$ cat config.mk
export PLATFORM = sky130hd
export DESIGN_NAME = lru_key_value_cache_core
export DESIGN_NICKNAME = d
export VERILOG_FILES = /design/src/design/lrukv_pkg.sv /design/src/design/lrukv_store.sv /design/src/design/lru_key_value_cache_core.sv
export VERILOG_INCLUDE_DIRS = /design/src /design/src/design
export SDC_FILE = /design/constraint.sdc
export NUM_CORES = 2
export LEC_CHECK = 0
export BUFFER_PORTS_ARGS = -buffer_cell sky130_fd_sc_hd__buf_2
export CELL_PAD_IN_SITES_DETAIL_PLACEMENT = 0
export CELL_PAD_IN_SITES_GLOBAL_PLACEMENT = 1
export CORE_UTILIZATION = 50
export DETAILED_ROUTE_END_ITERATION = 7
export PLACE_DENSITY_LB_ADDON = 0.1
export SYNTH_ARGS = -nofsm -noshare
export SYNTH_HDL_FRONTEND = slang
export SYNTH_SLANG_ARGS = --single-unit
export TNS_END_PERCENT = 20
$ cat constraint.sdc
create_clock -name clk -period 23.7 [get_ports clk]
set_clock_uncertainty 0.15 [all_clocks]
set_input_delay 1.185 -clock clk [delete_from_list [all_inputs] [get_ports clk]]
set_output_delay 1.185 -clock clk [all_outputs]
set_load 0.05 [all_outputs]
$ cat src/design/lru_key_value_cache_core_assert.svh
// Assertion macros shared by the cache modules.
`ifndef LRU_KEY_VALUE_CACHE_CORE_ASSERT_SVH
`define LRU_KEY_VALUE_CACHE_CORE_ASSERT_SVH

// Same-cycle implication, checked on every clock edge outside reset.
`define LRUKV_ASSERT_SAME(name, ante, cons, msg) \
	name: assert property (@(posedge clk) disable iff (!arst_n) (ante) |-> (cons)) \
		else $error(msg);

// Next-cycle implication, checked on every clock edge outside reset.
`define LRUKV_ASSERT_NEXT(name, ante, cons, msg) \
	name: assert property (@(posedge clk) disable iff (!arst_n) (ante) |=> (cons)) \
		else $error(msg);

`endif

$ cat src/design/lrukv_pkg.sv
// Package with the word types and constants of the key-value cache.
`timescale 1ns / 1ps

package lrukv_pkg;

	localparam int DATA_W = 32;
	localparam int CAP_W  = 5;

	// Capacity after reset.
	localparam logic [CAP_W-1:0] CAP_RESET = 5'd16;

	// Value returned by a get that finds nothing.
	localparam logic signed [DATA_W-1:0] MISS_VALUE = -32'sd1;

	// Value returned by every put.
	localparam logic signed [DATA_W-1:0] PUT_VALUE = 32'sd0;

	typedef enum logic [0:0] {
		CMD_GET = 1'b0,
		CMD_PUT = 1'b1
	} cmd_t;

	// Request word.
	typedef struct packed {
		cmd_t                     command;
		logic signed [DATA_W-1:0] key;
		logic signed [DATA_W-1:0] value;
	} req_t;

	// Result word.
	typedef struct packed {
		logic                     hit;
		logic signed [DATA_W-1:0] read_value;
	} rsp_t;

endpackage

$ cat src/design/lrukv_store.sv
// Entry store: associative lookup, recency ranks, insertion and eviction.
`timescale 1ns / 1ps
`include "lru_key_value_cache_core_assert.svh"

module lrukv_store
	import lrukv_pkg::*;
#(
	parameter int ENTRIES = 16
) (
	input  logic             clk,
	input  logic             arst_n,
	input  logic             req_valid,
	input  req_t             req,
	input  logic [CAP_W-1:0] capacity,
	output rsp_t             rsp
);

	localparam int RANK_W = (ENTRIES > 1) ? $clog2(ENTRIES) : 1;
	localparam int CMP_W  = ((RANK_W > CAP_W) ? RANK_W : CAP_W) + 1;

	logic [DATA_W-1:0]  key_q   [ENTRIES];
	logic [DATA_W-1:0]  value_q [ENTRIES];
	logic [RANK_W-1:0]  rank_q  [ENTRIES];
	logic [RANK_W-1:0]  rank_d  [ENTRIES];
	logic [ENTRIES-1:0] valid_q;
	logic [ENTRIES-1:0] valid_d;
	logic [ENTRIES-1:0] write_en;

	logic [ENTRIES-1:0] match;
	logic [ENTRIES-1:0] free_oh;
	logic [ENTRIES-1:0] lru_oh;
	logic [ENTRIES-1:0] slot_oh;
	logic               hit;
	logic [RANK_W-1:0]  hit_rank;
	logic [DATA_W-1:0]  hit_value;
	logic [CMP_W-1:0]   cap_eff;

	// Capacity zero acts as one; anything above the store size saturates.
	always_comb begin
		if (capacity == '0) begin
			cap_eff = CMP_W'(1);
		end else if (CMP_W'(capacity) > CMP_W'(ENTRIES)) begin
			cap_eff = CMP_W'(ENTRIES);
		end else begin
			cap_eff = CMP_W'(capacity);
		end
	end

	// Compare the key against every valid entry; stored keys are unique.
	always_comb begin
		for (int i = 0; i < ENTRIES; i++) begin
			match[i]  = valid_q[i] && (key_q[i] == req.key);
			lru_oh[i] = valid_q[i] && (rank_q[i] == RANK_W'(ENTRIES - 1));
		end
	end

	assign hit = |match;

	// Rank and value of the matching entry, selected by the one-hot match.
	always_comb begin
		hit_rank  = '0;
		hit_value = '0;
		for (int i = 0; i < ENTRIES; i++) begin
			hit_rank  = hit_rank | (match[i] ? rank_q[i] : '0);
			hit_value = hit_value | (match[i] ? value_q[i] : '0);
		end
	end

	// Lowest free slot; when the store is full, the least recent entry is reused.
	assign free_oh = ~valid_q & (valid_q + ENTRIES'(1));
	assign slot_oh = (&valid_q) ? lru_oh : free_oh;

	// Next valid bits and ranks for the item in flight.
	always_comb begin
		logic [CMP_W-1:0] aged;
		valid_d  = valid_q;
		write_en = '0;
		aged     = '0;
		for (int i = 0; i < ENTRIES; i++) begin
			rank_d[i] = rank_q[i];
		end
		if (req_valid) begin
			if (hit) begin
				// Move the hit entry to the front; newer entries age by one.
				for (int i = 0; i < ENTRIES; i++) begin
					if (match[i]) begin
						rank_d[i] = '0;
					end else if (valid_q[i] && (rank_q[i] < hit_rank)) begin
						rank_d[i] = rank_q[i] + RANK_W'(1);
					end
				end
				if (req.command == CMD_PUT) begin
					write_en = match;
				end
			end else if (req.command == CMD_PUT) begin
				// Insert as most recent, age the rest and drop those past capacity.
				write_en = slot_oh;
				for (int i = 0; i < ENTRIES; i++) begin
					aged = CMP_W'(rank_q[i]) + CMP_W'(1);
					if (slot_oh[i]) begin
						valid_d[i] = 1'b1;
						rank_d[i]  = '0;
					end else if (valid_q[i]) begin
						if (aged >= cap_eff) begin
							valid_d[i] = 1'b0;
							rank_d[i]  = '0;
						end else begin
							rank_d[i] = aged[RANK_W-1:0];
						end
					end
				end
			end
		end
	end

	// Control state: valid bits and ranks.
	always_ff @(posedge clk or negedge arst_n) begin
		if (!arst_n) begin
			valid_q <= '0;
			for (int i = 0; i < ENTRIES; i++) begin
				rank_q[i] <= '0;
			end
		end else begin
			valid_q <= valid_d;
			for (int i = 0; i < ENTRIES; i++) begin
				rank_q[i] <= rank_d[i];
			end
		end
	end

	// Payload: keys and values, written only by puts.
	always_ff @(posedge clk) begin
		for (int i = 0; i < ENTRIES; i++) begin
			if (write_en[i]) begin
				key_q[i]   <= req.key;
				value_q[i] <= req.value;
			end
		end
	end

	// Result word for the item in flight.
	always_comb begin
		rsp.hit = hit;
		if (req.command == CMD_PUT) begin
			rsp.read_value = PUT_VALUE;
		end else if (hit) begin
			rsp.read_value = hit_value;
		end else begin
			rsp.read_value = MISS_VALUE;
		end
	end

	`LRUKV_ASSERT_SAME(a_match_unique, req_valid, $onehot0(match), "Key matches several entries.")
	`LRUKV_ASSERT_NEXT(a_get_keeps_valid, req_valid && (req.command == CMD_GET), valid_q == $past(valid_q), "A get changed the valid bits.")
	`LRUKV_ASSERT_NEXT(a_insert_within_cap, req_valid && !hit && (req.command == CMD_PUT), ($countones(valid_q) <= $past(cap_eff)) && (valid_q != '0), "Insertion left the store above capacity or empty.")

endmodule

$ cat src/design/lru_key_value_cache_core.sv
// Top level of the fully associative key-value cache with LRU replacement.
`timescale 1ns / 1ps
`include "lru_key_value_cache_core_assert.svh"

// Channel    Handshake                Word
// request    start / busy             req_t: command, key, value
// result     done (strobe, no stall)  rsp_t: hit, read_value
// cfg        cfg_valid / cfg_ready    capacity (5 bits)
//
// One request word is taken in every cycle; busy stays low.
// An accepted request is held in the input register; the store looks it up and
// updates its entries as the result register captures the result, shown with done.
// Lookup, rank update and eviction all settle between the input and result registers.
// Reset clears all entries and sets the capacity to 16; no clearing pass is needed.

module lru_key_value_cache_core
	import lrukv_pkg::*;
#(
	parameter int ENTRIES = 16
) (
	input  logic             clk,
	input  logic             arst_n,
	input  logic             start,
	output logic             busy,
	input  req_t             request,
	output logic             done,
	output rsp_t             result,
	input  logic             cfg_valid,
	output logic             cfg_ready,
	input  logic [CAP_W-1:0] cfg_data
);

	logic             valid_s1;
	req_t             req_s1;
	rsp_t             rsp;
	rsp_t             result_q;
	logic             done_q;
	logic [CAP_W-1:0] capacity_q;

	// The store takes a word every cycle and the register is always writable.
	assign busy      = 1'b0;
	assign cfg_ready = 1'b1;

	// Capacity register.
	always_ff @(posedge clk or negedge arst_n) begin
		if (!arst_n) begin
			capacity_q <= CAP_RESET;
		end else if (cfg_valid && cfg_ready) begin
			capacity_q <= cfg_data;
		end
	end

	// Input register.
	always_ff @(posedge clk or negedge arst_n) begin
		if (!arst_n) begin
			valid_s1 <= 1'b0;
		end else begin
			valid_s1 <= start && !busy;
		end
	end

	always_ff @(posedge clk) begin
		if (start && !busy) begin
			req_s1 <= request;
		end
	end

	lrukv_store #(
		.ENTRIES(ENTRIES)
	) u_store (
		.clk      (clk),
		.arst_n   (arst_n),
		.req_valid(valid_s1),
		.req      (req_s1),
		.capacity (capacity_q),
		.rsp      (rsp)
	);

	// Result register and strobe.
	always_ff @(posedge clk or negedge arst_n) begin
		if (!arst_n) begin
			done_q <= 1'b0;
		end else begin
			done_q <= valid_s1;
		end
	end

	always_ff @(posedge clk) begin
		if (valid_s1) begin
			result_q <= rsp;
		end
	end

	assign done   = done_q;
	assign result = result_q;

	`LRUKV_ASSERT_NEXT(a_done_follows, valid_s1, done, "Accepted word produced no result.")
	`LRUKV_ASSERT_NEXT(a_put_zero, valid_s1 && (req_s1.command == CMD_PUT), result.read_value == PUT_VALUE, "Put result is not zero.")
	`LRUKV_ASSERT_NEXT(a_miss_value, valid_s1 && (req_s1.command == CMD_GET) && !rsp.hit, !result.hit && (result.read_value == MISS_VALUE), "Get miss result is wrong.")

endmodule

==> out/metrics.yaml <==
r2r_end: "u_store.rank_q[59]"
dp_hpwl_um: 108000
io_pins: 110
core_um2: 106000
postLayoutCoreUtil_pct: 56.8
reg2reg_depth: 18
vias_per_cell: 6.53
pre_cts_ws_ns: 17.45
grt_pass1_wl_um: 245000
routedWlPerCell_um: 32.4
firstDrtPassIters: 6
cp_slowest_cell: "nor4_2"
yosys_warnings: 0
grt_util_met2_pct: 47.4
final-hold-violation-count: 0
antenna_left: 0
syn-instance-count: 3711
hold_ws_ns: 0.293
clock-sinks: 1209
synthTopCellsByArea: "edfxtp_1 (63%), xnor2_1 (7.8%), dfrtp_1 (4.0%)"
timing.slew.headroom_pct: 20.0
cts_tree: "built"
cpMostUsedCell: "buf_4"
grt.met1_usage_pct: 47.0
register_area_um2: 35900
multi_input_area_um2: 16700
crit_path_cell_trace: "buf_4 -> buf_4 -> xnor2_1 -> nand4_1 -> nor4_2 -> and3_2 -> buf_4 -> a22oi_1 -> nand3_1 -> nor2_1 -> buf_4 -> ha_1 -> or2_2 -> o22ai_1 -> a21boi_0 -> o21a_1 -> o21ai_1 -> mux2_2"
synth_commonest_cells: "edfxtp_1 (1122), xnor2_1 (481), nand4_1 (239), nand3_1 (137), ha_1 (128)"
hp-class: "in -> async"
start_kind: "register"
crit_fanout: 34
ir_drop_mv: 0.0719
grt_max_degree: 60
cts_root_buffer: "clkbuf_16"
crit_required_ns: 24.17
gp_congestion: 0.981
max_stage_delay_ns: 1.03
drv_slew: 0
finalWorstSetupSlack_ns: 17.31
synth_top_cell_by_area: "edfxtp_1"
clockBufferDepth: 3
fillers: 8312
grt_util_all_layers_pct: 32.0
rsz0062_at_grt: "false"
yosysUniqueCellTypes: 85
h-tree-depth: 4
synth_seq_cells: 1209
wl_um: 174000
arrival_ns: 6.86
synthArstFlopShare_pct: 7.20
power_density_nw_per_um2: 83.8
via_count: 35100
cts-buffers-inserted: 131
use_met3_pct: 6.65
area_growth_pct: 11.9
setup_viol: 0
final.min_clock_period_ns: 6.39
holdBufCountCts: 0
drc: 0
initial_core_util_pct: 50.7
antenna_found_initial: 10
drv_cap: 0
drt_iter0_markers: 4379
nNetsFinal: 4081
fin_crit_sh_pct: 27.0
grt_pass1_vias: 33500
synth_top_area_share_pct: 62.7
ys.flop_type: "edfxtp_1"
worst_slew_pin_slew_ns: 1.19
dieArea_um2: 109000
synthesis.nets: 3913
drive_gt1_share_pct: 12.1
path_class: "reg -> reg"
busiest_layer: "met2"
p_leak_uw: 0.0198
die_x_um: 330
synth.most_common_cell: "edfxtp_1"
insertion_delay_ns: 0.76
rrSetupSlack_ns: 17.31
setup_tns_ns: 0
overflow: 0
synth_area_um2: 53700
num_rows: 119
avgSynthCellArea_um2: 14.5
fp.dieH_um: 330
end_kind: "register"
timing.rr.start: "req_s1[33]"
cts_setup_buffers: 0
outcome: "complete, no violations"
clkTransAtPathRegs_ns: 0.05
post_cts_resized: 0
max_freq_mhz: 156
ys_seq_area_share_pct: 66.8
io_buffers: 107
synth_edf_count: 1122
[layout by cell type (no fill, tap or decap), types with 53 or more instances in the layout]
| master | count |
|---|---|
| a21oi_1 | 53 |
| a221oi_1 | 99 |
| a22o_1 | 109 |
| a22oi_1 | 91 |
| buf_2 | 105 |
| buf_4 | 105 |
| clkbuf_16 | 133 |
| dfrtp_1 | 85 |
| edfxtp_1 | 1122 |
| ha_1 | 128 |
| inv_1 | 64 |
| nand2_1 | 93 |
| nand2b_1 | 88 |
| nand3_1 | 137 |
| nand4_1 | 239 |
| nor2_1 | 117 |
| nor3_1 | 62 |
| nor4_1 | 60 |
| o21ai_0 | 84 |
| xnor2_1 | 481 |
[metal layers]
metal | vias to the layer above | part of all wire, % | wire length [um]
li1 | 14900 | - | -
met1 | 17900 | 43 | 74200
met2 | 2070 | 44 | 75900
met3 | 321 | 10 | 18200
met4 | 6 | 3.4 | 6010
met5 | - | 0.023 | 40
[worst max-delay path: cells and delay by family (launching register included)]
family,cells,cell delay [ns]
mux,1,0.38
buf+inv,4,1.66
flops,1,0.33
xor+xnor,1,0.23
compound gates,5,1.05
fa+ha+maj,1,0.20
simple gates,6,2.19
[area by class of cell]
type	count	share of cell area, %
clock inverters	67	1.16
well taps	1391	2.90
clock buffers	171	5.84
diodes	4	0.0167
repair buffers	210	2.19
flip-flops and latches	1209	59.7
multi-input cells	2261	27.8
inverters	66	0.412
[how the worst max path moves through the flow]
| stage | cells after the start | from | endpoint |
|---|---|---|---|
| floorplan | 12 | req_s1[35] | u_store.key_q[0][160] |
| global placement | 18 | req_s1[33] | u_store.rank_q[59] |
| detailed placement | 18 | req_s1[33] | u_store.rank_q[57] |
| CTS | 18 | req_s1[33] | u_store.rank_q[59] |
| global route | 17 | req_s1[33] | u_store.rank_q[18] |
| finish | 18 | req_s1[33] | u_store.rank_q[59] |
[where the power goes]
group          total (uW)  internal (uW)  switching, uW  leakage (uW)
Clock                2000           1140            858       0.00204
Combinational         503            162            341       0.00645
Sequential           2530           2440           96.1        0.0114
Total                5040           3740           1300        0.0198
[per-stage QoR]
stage          total power [uW]  instance area, um2  instances
2_1_floorplan              2870               53700       3711
3_3_place_gp               3050               55900       5137
3_5_place_dp               3070               55900       5137
4_1_cts                    5050               60100       5375
5_1_grt                    5180               60100       5375
6_report                   5040               60100       5379
[sequential cells by signal (all words and copies together), names as in the netlist]
register,cells
u_store.key_q,512
capacity_q,5
result,33
u_store.value_q,512
done,1
req_s1,65
u_store.rank_q,64
valid_s1,1
u_store.valid_q,16
[kinds of logic after synthesis]
group           share of synthesized area (%)
compound gates                           8.30
xor+xnor                                 8.50
fa+ha+maj                                3.08
buf+inv                                  2.44
flops                                    66.8
mux                                     0.722
other cells                            0.0140
simple gates                             10.2
Power figures use the tool's default switching activity.
